File: src/rqps_pkg.sv
`timescale 1ns / 1ps
// ---------------------------------------------------------------------------
// rqps_pkg: shared types and constants for the ready queue scheduler
// Operation and policy codes, field widths and default sizes.
// ---------------------------------------------------------------------------
package rqps_pkg;

  localparam int QUEUE_DEPTH_DEF = 16;
  localparam int ID_BITS_DEF     = 8;

  localparam int ID_PORT_W = 8;
  localparam int PRIO_W    = 8;
  localparam int SIZE_W    = 16;

  typedef enum logic [1:0] {
    OP_ADD   = 2'd0,
    OP_MARK  = 2'd1,
    OP_SCHED = 2'd2,
    OP_CLEAR = 2'd3
  } op_e;

  typedef enum logic [1:0] {
    MODE_FCFS = 2'd0,
    MODE_RR   = 2'd1,
    MODE_PRIO = 2'd2,
    MODE_SJF  = 2'd3
  } mode_e;

endpackage

File: src/rqps_ram.sv
`timescale 1ns / 1ps
// ---------------------------------------------------------------------------
// rqps_ram: simple dual port RAM
// One write port, one read port, read data registered (old data on a
// same-address write).
// ---------------------------------------------------------------------------
module rqps_ram #(
  parameter int WIDTH = 32,
  parameter int DEPTH = 16,
  localparam int AddrW = (DEPTH > 1) ? $clog2(DEPTH) : 1
) (
  input  logic             clk_i,
  input  logic             we_i,
  input  logic [AddrW-1:0] waddr_i,
  input  logic [WIDTH-1:0] wdata_i,
  input  logic [AddrW-1:0] raddr_i,
  output logic [WIDTH-1:0] rdata_o
);

  logic [WIDTH-1:0] mem_q [DEPTH];
  logic [WIDTH-1:0] rdata_q;

  always_ff @(posedge clk_i) begin
    if (we_i) begin
      mem_q[waddr_i] <= wdata_i;
    end
    rdata_q <= mem_q[raddr_i];
  end

  assign rdata_o = rdata_q;

endmodule

File: src/ready_queue_process_scheduler.sv
`timescale 1ns / 1ps
// ---------------------------------------------------------------------------
// ready_queue_process_scheduler: ordered ready queue with four policies
// Jobs live in one RAM word each; a small sequencer walks the RAM one entry
// per cycle for marking, compaction and rotation, and also runs an insertion sort.
// ---------------------------------------------------------------------------
// Usage:
//   A command word (op, job fields) is taken when start is high and busy is
//   low. Every command returns exactly one result word, shown on granted_o,
//   granted_id_o and rejected_o for one cycle with result_valid_o high.
//   The receiver cannot stall; the result is not held.
//   The user writes policy_mode over cfg_valid_i/cfg_ready_o only while idle; the block does not enforce it.
// Sequencing (through the single RAM port pair):
//   add, clear: result in the cycle after start.
//   mark:       one RAM read per entry.
//   schedule:   a compaction pass, then for priority and shortest job
//               an insertion sort when more than one entry is left,
//               then a fetch of the head; outside first come, with more
//               than one entry, the head is rotated to the back.
//   busy is high from the cycle after start until the result cycle; add and
//   clear never raise it. The next command may start in the cycle that
//   shows the result.
// Reset: queue empty, all marks clear, policy first come; no clearing pass.
// ---------------------------------------------------------------------------
module ready_queue_process_scheduler
  import rqps_pkg::*;
#(
  parameter int QUEUE_DEPTH = QUEUE_DEPTH_DEF,
  parameter int ID_BITS     = ID_BITS_DEF
) (
  input  logic                 clk_i,
  input  logic                 rst_ni,
  input  logic                 start,
  output logic                 busy,
  input  logic [1:0]           op_i,
  input  logic [ID_PORT_W-1:0] job_id_i,
  input  logic [PRIO_W-1:0]    job_priority_i,
  input  logic [SIZE_W-1:0]    job_size_i,
  output logic                 result_valid_o,
  output logic                 granted_o,
  output logic [ID_PORT_W-1:0] granted_id_o,
  output logic                 rejected_o,
  input  logic                 cfg_valid_i,
  output logic                 cfg_ready_o,
  input  logic [1:0]           cfg_data_i
);

  localparam int IdW   = (ID_BITS < ID_PORT_W) ? ID_BITS : ID_PORT_W;
  localparam int WordW = IdW + PRIO_W + SIZE_W;
  localparam int CntW  = $clog2(QUEUE_DEPTH + 1);
  localparam int IdxW  = $clog2(QUEUE_DEPTH);

  typedef enum logic [3:0] {
    S_IDLE,
    S_MARK,
    S_PACK,
    S_SRT_RD,
    S_SRT_KEY,
    S_SRT_CMP,
    S_SRT_PUT,
    S_HEAD_RD,
    S_GRANT,
    S_ROT,
    S_ROT_PUT
  } state_e;

  state_e                 state_q, state_d;
  mode_e                  mode_q, mode_d;
  logic [CntW-1:0]        count_q, count_d;
  logic [QUEUE_DEPTH-1:0] term_q, term_d;
  logic [IdW-1:0]         id_q, id_d;
  logic [CntW-1:0]        idx_q, idx_d;
  logic [CntW-1:0]        w_q, w_d;
  logic [CntW-1:0]        j_q, j_d;
  logic [WordW-1:0]       key_q, key_d;
  logic                   found_q, found_d;
  logic                   res_valid_q, res_valid_d;
  logic                   granted_q, granted_d;
  logic [ID_PORT_W-1:0]   gid_q, gid_d;
  logic                   rejected_q, rejected_d;

  logic             ram_we;
  logic [IdxW-1:0]  ram_waddr;
  logic [WordW-1:0] ram_wdata;
  logic [IdxW-1:0]  ram_raddr;
  logic [WordW-1:0] ram_rdata;

  logic [IdW-1:0]    rd_id;
  logic [PRIO_W-1:0] rd_prio, key_prio;
  logic [SIZE_W-1:0] rd_size, key_size;
  logic [CntW-1:0]   idx_inc, idx_dec, j_dec, j_dec2, w_inc, cnt_dec;
  logic              match, found_nxt, keep, key_first;

  assign rd_id    = ram_rdata[WordW-1 -: IdW];
  assign rd_prio  = ram_rdata[SIZE_W +: PRIO_W];
  assign rd_size  = ram_rdata[SIZE_W-1:0];
  assign key_prio = key_q[SIZE_W +: PRIO_W];
  assign key_size = key_q[SIZE_W-1:0];

  assign idx_inc = idx_q + 1'b1;
  assign idx_dec = idx_q - 1'b1;
  assign j_dec   = j_q - 1'b1;
  assign j_dec2  = j_q - 2'd2;
  assign cnt_dec = count_q - 1'b1;

  assign match     = (rd_id == id_q);
  assign found_nxt = found_q | match;
  assign keep      = ~term_q[idx_q[IdxW-1:0]];
  assign w_inc     = w_q + CntW'(keep);
  // stable insertion: key moves ahead only on a strict win
  assign key_first = (mode_q == MODE_PRIO) ? (key_prio > rd_prio) : (key_size < rd_size);

  assign cfg_ready_o = 1'b1;
  assign busy        = (state_q != S_IDLE);

  always_comb begin
    state_d     = state_q;
    mode_d      = mode_q;
    count_d     = count_q;
    term_d      = term_q;
    id_d        = id_q;
    idx_d       = idx_q;
    w_d         = w_q;
    j_d         = j_q;
    key_d       = key_q;
    found_d     = found_q;
    res_valid_d = 1'b0;
    granted_d   = granted_q;
    gid_d       = gid_q;
    rejected_d  = rejected_q;
    ram_we      = 1'b0;
    ram_waddr   = '0;
    ram_wdata   = key_q;
    ram_raddr   = '0;

    if (cfg_valid_i && cfg_ready_o) begin
      mode_d = mode_e'(cfg_data_i);
    end

    case (state_q)
      S_IDLE: begin
        if (start) begin
          granted_d  = 1'b0;
          gid_d      = '0;
          rejected_d = 1'b0;
          id_d       = job_id_i[IdW-1:0];
          idx_d      = '0;
          w_d        = '0;
          found_d    = 1'b0;
          case (op_e'(op_i))
            OP_ADD: begin
              res_valid_d = 1'b1;
              if (count_q == CntW'(QUEUE_DEPTH)) begin
                rejected_d = 1'b1;
              end else begin
                ram_we    = 1'b1;
                ram_waddr = count_q[IdxW-1:0];
                ram_wdata = {job_id_i[IdW-1:0], job_priority_i, job_size_i};
                term_d[count_q[IdxW-1:0]] = 1'b0;
                count_d   = count_q + 1'b1;
              end
            end
            OP_MARK: begin
              if (count_q == '0) begin
                rejected_d  = 1'b1;
                res_valid_d = 1'b1;
              end else begin
                state_d = S_MARK;
              end
            end
            OP_SCHED: begin
              if (count_q == '0) begin
                res_valid_d = 1'b1;
              end else begin
                state_d = S_PACK;
              end
            end
            OP_CLEAR: begin
              count_d     = '0;
              term_d      = '0;
              res_valid_d = 1'b1;
            end
            default: begin
              res_valid_d = 1'b1;
            end
          endcase
        end
      end

      S_MARK: begin
        term_d[idx_q[IdxW-1:0]] = term_q[idx_q[IdxW-1:0]] | match;
        found_d   = found_nxt;
        ram_raddr = idx_inc[IdxW-1:0];
        idx_d     = idx_inc;
        if (idx_inc == count_q) begin
          rejected_d  = ~found_nxt;
          res_valid_d = 1'b1;
          state_d     = S_IDLE;
        end
      end

      // compaction: write pointer never passes the read pointer
      S_PACK: begin
        if (keep) begin
          ram_we    = 1'b1;
          ram_waddr = w_q[IdxW-1:0];
          ram_wdata = ram_rdata;
        end
        w_d       = w_inc;
        ram_raddr = idx_inc[IdxW-1:0];
        idx_d     = idx_inc;
        if (idx_inc == count_q) begin
          count_d = w_inc;
          term_d  = '0;
          if (w_inc == '0) begin
            res_valid_d = 1'b1;
            state_d     = S_IDLE;
          end else if ((mode_q == MODE_PRIO || mode_q == MODE_SJF) && w_inc > CntW'(1)) begin
            idx_d   = CntW'(1);
            state_d = S_SRT_RD;
          end else begin
            state_d = S_HEAD_RD;
          end
        end
      end

      S_SRT_RD: begin
        ram_raddr = idx_q[IdxW-1:0];
        state_d   = S_SRT_KEY;
      end

      S_SRT_KEY: begin
        key_d     = ram_rdata;
        j_d       = idx_q;
        ram_raddr = idx_dec[IdxW-1:0];
        state_d   = S_SRT_CMP;
      end

      // ram_rdata holds entry j-1; slot j is free
      S_SRT_CMP: begin
        ram_we    = 1'b1;
        ram_waddr = j_q[IdxW-1:0];
        if (key_first) begin
          ram_wdata = ram_rdata;
          j_d       = j_dec;
          if (j_q == CntW'(1)) begin
            state_d = S_SRT_PUT;
          end else begin
            ram_raddr = j_dec2[IdxW-1:0];
          end
        end else begin
          ram_wdata = key_q;
          idx_d     = idx_inc;
          state_d   = (idx_inc == count_q) ? S_HEAD_RD : S_SRT_RD;
        end
      end

      S_SRT_PUT: begin
        ram_we    = 1'b1;
        ram_waddr = '0;
        ram_wdata = key_q;
        idx_d     = idx_inc;
        state_d   = (idx_inc == count_q) ? S_HEAD_RD : S_SRT_RD;
      end

      S_HEAD_RD: begin
        ram_raddr = '0;
        state_d   = S_GRANT;
      end

      S_GRANT: begin
        key_d     = ram_rdata;
        granted_d = 1'b1;
        gid_d     = ID_PORT_W'(rd_id);
        if (mode_q == MODE_FCFS || count_q == CntW'(1)) begin
          res_valid_d = 1'b1;
          state_d     = S_IDLE;
        end else begin
          idx_d     = CntW'(1);
          ram_raddr = IdxW'(1);
          state_d   = S_ROT;
        end
      end

      S_ROT: begin
        ram_we    = 1'b1;
        ram_waddr = idx_dec[IdxW-1:0];
        ram_wdata = ram_rdata;
        ram_raddr = idx_inc[IdxW-1:0];
        idx_d     = idx_inc;
        if (idx_inc == count_q) begin
          state_d = S_ROT_PUT;
        end
      end

      S_ROT_PUT: begin
        ram_we      = 1'b1;
        ram_waddr   = cnt_dec[IdxW-1:0];
        ram_wdata   = key_q;
        res_valid_d = 1'b1;
        state_d     = S_IDLE;
      end

      default: begin
        state_d = S_IDLE;
      end
    endcase
  end

  always_ff @(posedge clk_i or negedge rst_ni) begin
    if (!rst_ni) begin
      state_q     <= S_IDLE;
      mode_q      <= MODE_FCFS;
      count_q     <= '0;
      term_q      <= '0;
      id_q        <= '0;
      idx_q       <= '0;
      w_q         <= '0;
      j_q         <= '0;
      key_q       <= '0;
      found_q     <= 1'b0;
      res_valid_q <= 1'b0;
      granted_q   <= 1'b0;
      gid_q       <= '0;
      rejected_q  <= 1'b0;
    end else begin
      state_q     <= state_d;
      mode_q      <= mode_d;
      count_q     <= count_d;
      term_q      <= term_d;
      id_q        <= id_d;
      idx_q       <= idx_d;
      w_q         <= w_d;
      j_q         <= j_d;
      key_q       <= key_d;
      found_q     <= found_d;
      res_valid_q <= res_valid_d;
      granted_q   <= granted_d;
      gid_q       <= gid_d;
      rejected_q  <= rejected_d;
    end
  end

  rqps_ram #(
    .WIDTH(WordW),
    .DEPTH(QUEUE_DEPTH)
  ) u_ram (
    .clk_i  (clk_i),
    .we_i   (ram_we),
    .waddr_i(ram_waddr),
    .wdata_i(ram_wdata),
    .raddr_i(ram_raddr),
    .rdata_o(ram_rdata)
  );

  assign result_valid_o = res_valid_q;
  assign granted_o      = granted_q;
  assign granted_id_o   = gid_q;
  assign rejected_o     = rejected_q;

endmodule

File: config.mk
export PLATFORM = sky130hd
export DESIGN_NAME = ready_queue_process_scheduler
export DESIGN_NICKNAME = d
export VERILOG_FILES = /design/src/rqps_pkg.sv /design/src/rqps_ram.sv /design/src/ready_queue_process_scheduler.sv
export SDC_FILE = /design/constraint.sdc
export NUM_CORES = 1
export LEC_CHECK = 0
export BUFFER_PORTS_ARGS = -buffer_cell sky130_fd_sc_hd__buf_2
export CELL_PAD_IN_SITES_DETAIL_PLACEMENT = 1
export CELL_PAD_IN_SITES_GLOBAL_PLACEMENT = 2
export CORE_MARGIN = 2
export CORE_UTILIZATION = 44
export DETAILED_ROUTE_END_ITERATION = 8
export GPL_TIMING_DRIVEN = 0
export PLACE_DENSITY = 0.91
export RECOVER_POWER = 50
export SLEW_MARGIN = 20
export SYNTH_ARGS = -nofsm -noshare
export SYNTH_HDL_FRONTEND = slang
export SYNTH_SLANG_ARGS = --single-unit
File: constraint.sdc
create_clock -name clk_i -period 4.6 [get_ports clk_i]
set_input_delay 0.92 -clock clk_i [delete_from_list [all_inputs] [get_ports clk_i]]
set_output_delay 0.92 -clock clk_i [all_outputs]
set_load 0.05 [all_outputs]
==> After elaboration in Yosys (flattened, before gate mapping) <==
Memory sizes are Yosys's and may differ from the RTL's. A register that Yosys moved wholly into a read port is not among the register bits.
Cells that the tools add are included.
{ "word_totals": {"register_bits": 94, "mem_bits_rw": 512, "n_memories": 1} }
{ "op_classes": {"addsub": 7, "magnitude_cmp": 7, "eq_ne": 33, "mux": 82, "bitwise": 6, "n_reduce_logical": 33} }
{ "memory_table": {"columns": ["memory", "depth", "width", "read_ports", "rd_clocked_by_memory_dff", "write_ports", "line", "rtl"], "rows": [
  ["u_ram.mem_q", 16, 32, 1, 1, 1, "rqps_ram.sv:20", "logic [WIDTH-1:0] mem_q [DEPTH];"]
]} }
{ "op_table": {"columns": ["cell", "count"], "rows": [
  ["two-way mux 32 bit", 5],
  ["case mux 32 bit (4 select lines)", 1],
  ["two-way mux 4 bit", 15],
  ["two-way mux 5 bit", 10],
  ["two-way mux 16 bit", 3],
  ["case mux 16 bit (3 select lines)", 1],
  ["case mux 4 bit (10 select lines)", 1],
  ["case mux 4 bit (5 select lines)", 2],
  ["case mux 5 bit (2 select lines)", 4],
  ["case mux 16 bit (2 select lines)", 1],
  ["case mux 5 bit (5 select lines)", 1],
  ["two-way mux 1 bit", 21],
  ["bitwise AND 16 bit", 1],
  ["bitwise mux 16 bit", 1],
  ["== test 4 x 3 -> 1 bit (second input constant)", 4],
  ["less-than comparator 16 bit", 1],
  ["inverter 16 bit", 1],
  ["case mux 8 bit (2 select lines)", 1],
  ["inequality test 2 bit (second input constant)", 7],
  ["== test 4 bit (second input constant)", 3],
  ["inequality test 3 bit (second input constant)", 4],
  ["adder 5 x 1 -> 5 bit (second input constant)", 2],
  ["== test 5 x 1 -> 1 bit (second input constant)", 2],
  ["zero test 5 bit", 2],
  ["other kinds (42)", 74]
]} }

==> Depth between registers and ports, before layout <==
{ "depth": {"ltp_word": 10, "depth_mapped": 15} }

==> Modules after synthesis <==
A second synthesis with hierarchy kept.
{ "hier_totals": {"hier_cells": 1628, "hier_area_um2": 26626.8} }
{ "by_module_without_submodules": {"columns": ["module", "instances", "cells_per_inst", "area_per_inst_um2", "seq_area_each_um2"], "rows": [
  ["rqps_ram", 1, 838, 19835.3, 16015.4],
  ["ready_queue_process_scheduler", 1, 790, 6791.5, 2352.3]
]} }

==> Least setup slack after synthesis <==
No wires, ideal clock.
{ "synth_path": {"path_type": "register to register", "start": "register idx_q[0]", "end": "memory u_ram.mem_q[5][0], enable pin", "setup_time_ns": 0.421, "arrival_time_ns": 3.649, "t_required_ns": 4.179, "setup_slack_ns": 0.530, "stages_incl_launch_ff": 11, "path_buffers": 2, "synth_period_minus_slack_ns": 4.070, "path_cell_list": "dfrtp_1 > buf_6 > buf_6 > mux4_2 > mux4_2 > inv_1 > ha_1 > a22oi_1 > o2111ai_1 > nand2_1 > nor2_1"} }
{ "synth_via": {"elab_chain_len": 6, "word_cells_on_any_way": 9} }
{ "synth_lines": {"columns": ["item", "line", "rtl"], "rows": [
  ["start: declaration", "ready_queue_process_scheduler.sv:72", "logic [CntW-1:0] idx_q, idx_d;"],
  ["start signal: assignment", "ready_queue_process_scheduler.sv:332", "idx_q <= idx_d;"],
  ["binary-select mux 1 bit (select 4 bit)", "ready_queue_process_scheduler.sv:108", "assign keep = ~term_q[idx_q[IdxW-1:0]];"],
  ["two-way mux 1 bit (not written as such)", "ready_queue_process_scheduler.sv:108", null],
  ["two-way mux 1 bit", "ready_queue_process_scheduler.sv:204", "if (keep) begin"],
  ["case mux 1 bit (3 select lines)", "ready_queue_process_scheduler.sv:140", "case (state_q)"],
  ["two-way mux 1 bit", "rqps_ram.sv:24", "if (we_i) begin"],
  ["two-way mux 1 bit (not written as such)", "rqps_ram.sv:25", "mem_q[waddr_i] <= wdata_i;"],
  ["end: declaration", "rqps_ram.sv:20", null]
]} }
Parallel ways exist; a longest one is shown, timed or not. The select of a mux whose other input is x is not followed.

==> Worst setup path after layout <==
{ "layout_path": {"start": "register idx_q[0]", "end": "register u_ram.rdata_q[0], in the netlist u_ram.rdata_o[0], read port of u_ram.mem_q"} }
{ "layout_via": {"elab_chain_len": 2, "word_cells_on_any_way": 3} }
{ "layout_lines": {"columns": ["item", "line", "rtl"], "rows": [
  ["adder 5 x 1 -> 5 bit / subtractor 4 x 1 -> 4 bit (equally long branches)", "ready_queue_process_scheduler.sv:100, ready_queue_process_scheduler.sv:101", null],
  ["case mux 4 bit (5 select lines) (*)", "ready_queue_process_scheduler.sv:140", null],
  ["end: declaration", "rqps_ram.sv:21", "logic [WIDTH-1:0] rdata_q;"]
]} }
Every way passes the cells marked *; elsewhere a longest branch is shown, timed or not.
A chain may end at the register's enable or synchronous reset.

==> impl_metrics.toml <==
[critical_path]
worst_ep_required_time_ns = 5.05
crit_fanout = 10
critPathKind = "register to register"
slowest_stage = "nor4_1"
start_kind = "register"
reg2reg_depth = 13
endpoint_kind = "register"
r2r_start = "idx_q[0]$_DFFE_PN0P_"
rrSetupSlack_ns = 0.13
crit_chain = "buf_6 > buf_6 > inv_1 > ha_1 > a22o_1 > nand2_1 > a21oi_1 > nor3_1 > buf_2 > buf_2 > a211oi_1 > nor4_1 > o221ai_1"
cp.arrival_ns = 4.93
rr_endpoint = "u_ram.rdata_o[0]$_DFF_P_"
cpPeakStageDelay_ns = 0.74

[sta]
tns_ns = 0
min_period_ns = 4.473
finalHoldViolCount = 0
slew_headroom_pct = -66.32
fmax_ghz = 0.2236
worstMarginPinSlew_ns = 2.495
setup_viol = 0
finalCritPeriodShare_pct = 97.24
fin_skew_ns = 0.03791
slew_violations = 44

[synth]
synth_edf_count = 512
syn_nets = 2388
synth_top_flop_cell = "edfxtp_1"
seq_area_frac_synth_pct = 65.53
syn_inst = 2306
ys_ff_latch = 638
postSynthAreaPerCell_um2 = 12.15
yosys_warnings = 0
yosysUniqueCellTypes = 78
synthArstFlopShare_pct = 14.73
syn_area_um2 = 28030

[global_routing]
grt_use_met2_pct = 49.79
overflow = 0
grt_busiest_layer = "met2"
antenna_found_initial = 6
grt_pass1_vias = 22676
grt_usage_pct = 29.24
grt_pass1_wl_um = 144900
met3_usage_pct = 5.961
met1_usage_pct = 36.21
grt_max_degree = 53

[min_path]
hold_path_class = "register to register"
holdPathStages = 2
hp-start = "granted_o$_DFFE_PN0P_"
worstHoldEndpoint = "granted_o$_DFFE_PN0P_"

[cells_and_area]
fin_util_pct = 51.08
final_area_um2 = 32220
drive_gt1_share_pct = 12.81
area_growth_pct = 14.95
nets = 2526
fin_cells = 3345

[placement]
gp_congestion = 0.8996
dp_hpwl_um = 67760
place_inst = 3220
port_buffers = 51
post_dp_cell_area_um2 = 29900

[clocking]
htreeDepth = 3
cts_buffer_depth = 3
cts_buffers = 69
ctsHoldBuffers = 0
clk_pin_slew_worst_paths_ns = 0.06
cts.sinks = 638
insertion_delay_ns = 0.64
cts_root_buf = "clkbuf_16"
tritoncts = "built"
postCtsSetupBuffers = 0

[floorplanning]
ioPinCount = 53
die_w_um = 256.4
fp.dieArea_um2 = 65740
core_area_um2 = 63080
floorplan.initialDensity_pct = 44.43
die_h_um = 256.4
num_rows = 92

[power_and_ir_drop]
power.density_nw_per_um2 = 878.6
ir_drop_v = 0.0003558
p_leak_nw = 11.25

[drt]
routedWlPerCell_um = 28.99
firstDrtPassIters = 7
vias = 21391
drc = 0
viasPerCell = 6.395
wl_um = 96960
drtIter0Drc = 2328
route.antenna.remaining_nets = 0

[outcome]
violations = "max-capacitance violations, max-slew violations"
status = "finished, violations left"

[flow_run]
max_cap_violations = 1
## per-stage QoR
stage / hold slack (ns) / setup WS, ns / total power [W]
after floorplan: 0.4476 / 0.5303 / 0.01694
after detailed placement: 0.4710 / -0.3020 / 0.02225
final: 0.4829 / 0.1269 / 0.02831
after global placement: 0.4593 / -1.430 / 0.02137
after CTS: 0.2170 / 0.008265 / 0.02795
after global routing: 0.5210 / -0.008294 / 0.02947
## placed cells by master (no fill, tap or decap), types with 16 or more instances in the layout
master,n
a21oi_1,119
a222oi_1,32
xnor2_1,16
o221ai_1,35
clkbuf_1,121
o31ai_1,19
buf_2,102
nand2_1,339
dfrtp_1,94
ha_1,42
clkbuf_16,71
a211oi_1,131
edfxtp_1,512
nor4_2,24
dfxtp_1,32
o21ai_0,179
nor2_1,44
nand3_1,156
inv_1,70
a32o_1,64
## state kept, by name (all words and copies together) (netlist names)
register / flops
state_q: 4
rejected_o: 1
mode_q: 2
granted_id_o: 8
u_ram.mem_q: 512
id_q: 8
idx_q: 5
key_q: 32
j_q: 5
result_valid_o: 1
u_ram.rdata_o: 32
term_q: 16
found_q: 1
count_q: 5
granted_o: 1
w_q: 5
## per-layer routing
layer,vias up,share of wire [%]
met4,2,3.9
met3,244,8.1
met1,10965,38
met2,1076,50
li1,9104,-
met5,-,0.0093
## area by class of cell
cell class / count / area (µm²)
Fill cell: 6566 / 30860
Sequential cell: 638 / 18370
Multi-Input combinational cell: 1410 / 8791
Clock buffer: 91 / 1872
Tap cell: 846 / 1059
Buffer: 186 / 877.1
Timing Repair Buffer: 68 / 646.9
Clock inverter: 34 / 337.8
Inverter: 71 / 266.5
Antenna cell: 1 / 2.502
## what timing repair did
| action | CTS | global route |
|---|---|---|
| setup endpoints to repair | 23 | 42 |
| gates resized for setup | 11 | 30 |
| pin swaps | 0 | 2 |
## power breakdown
group	switching (W)	total, W	internal (W)	leakage [nW]
Combinational	0.00987	0.0135	0.00366	4.04
Sequential	0.000583	0.00923	0.00865	6.13
Clock	0.00241	0.00554	0.00313	1.08
## cells by family (layout without fill, tap and decap cells)
| logic type | count (synthesis) | count (layout) | share of synthesized area, % |
|---|---|---|---|
| compound gates | 662 | 662 | 16.18 |
| xor+xnor | 23 | 23 | 0.7455 |
| fa+ha+maj | 42 | 42 | 1.875 |
| buf+inv | 258 | 450 | 4.053 |
| flops | 638 | 638 | 65.53 |
| mux | 20 | 20 | 0.9910 |
| other cells | 1 | 2 | 0.01338 |
| simple gates | 662 | 662 | 10.61 |
## critical path: cells and delay by family (launching register included)
family | cells | cell delay (ns)
AOI/OAI and AO/OA | 4 | 0.73
DFF | 1 | 0.41
adders and majority gates | 1 | 0.43
buffers and inverters | 5 | 1.42
and+or+nand+nor | 3 | 1.29
## worst max-delay path by stage
stage / startpoint / endpoint / slack (ns)
after floorplan: idx_q[0]$_DFFE_PN0P_ / u_ram.mem_q[5][0]$_DFFE_PP_ / 0.53
after global placement: op_i[0] / u_ram.mem_q[0][10]$_DFFE_PP_ / -1.43
after detailed placement: idx_q[0]$_DFFE_PN0P_ / u_ram.rdata_o[18]$_DFF_P_ / -0.30
after CTS: idx_q[0]$_DFFE_PN0P_ / u_ram.rdata_o[11]$_DFF_P_ / 0.008
after global routing: idx_q[0]$_DFFE_PN0P_ / u_ram.rdata_o[16]$_DFF_P_ / -0.008
final: idx_q[0]$_DFFE_PN0P_ / u_ram.rdata_o[0]$_DFF_P_ / 0.13
## cell usage after synthesis, types with 4 or more instances
cell | count | share of area [%]
nand2b_1 | 7 | 0.16
a221o_1 | 5 | 0.18
clkbuf_1 | 96 | 1.3
or2_2 | 4 | 0.089
o21ai_0 | 178 | 3.2
dfrtp_1 | 94 | 8.4
buf_4 | 7 | 0.19
a31oi_1 | 11 | 0.25
mux4_2 | 5 | 0.40
nor3_1 | 14 | 0.25
nand2_1 | 339 | 4.5
ha_1 | 42 | 1.9
xor2_1 | 6 | 0.19
xnor2_1 | 16 | 0.50
a32o_1 | 64 | 2.3
buf_6 | 8 | 0.32
a22oi_1 | 4 | 0.11
o211ai_1 | 7 | 0.19
edfxtp_1 | 512 | 55
nand3_1 | 156 | 2.8
a21o_1 | 7 | 0.19
dfxtp_1 | 32 | 2.3
o21ai_1 | 15 | 0.27
o221ai_1 | 36 | 1.1
mux2_2 | 12 | 0.48
a222oi_1 | 32 | 1.1
a21oi_1 | 119 | 2.1
nor2_1 | 60 | 0.80
nor4_1 | 34 | 0.76
nor2b_1 | 12 | 0.27
buf_1 | 11 | 0.15
nand4_1 | 10 | 0.22
inv_1 | 71 | 0.95
buf_2 | 64 | 1.1
a211oi_1 | 131 | 3.5
o31ai_1 | 19 | 0.51
Power figures use the tool's default switching activity.
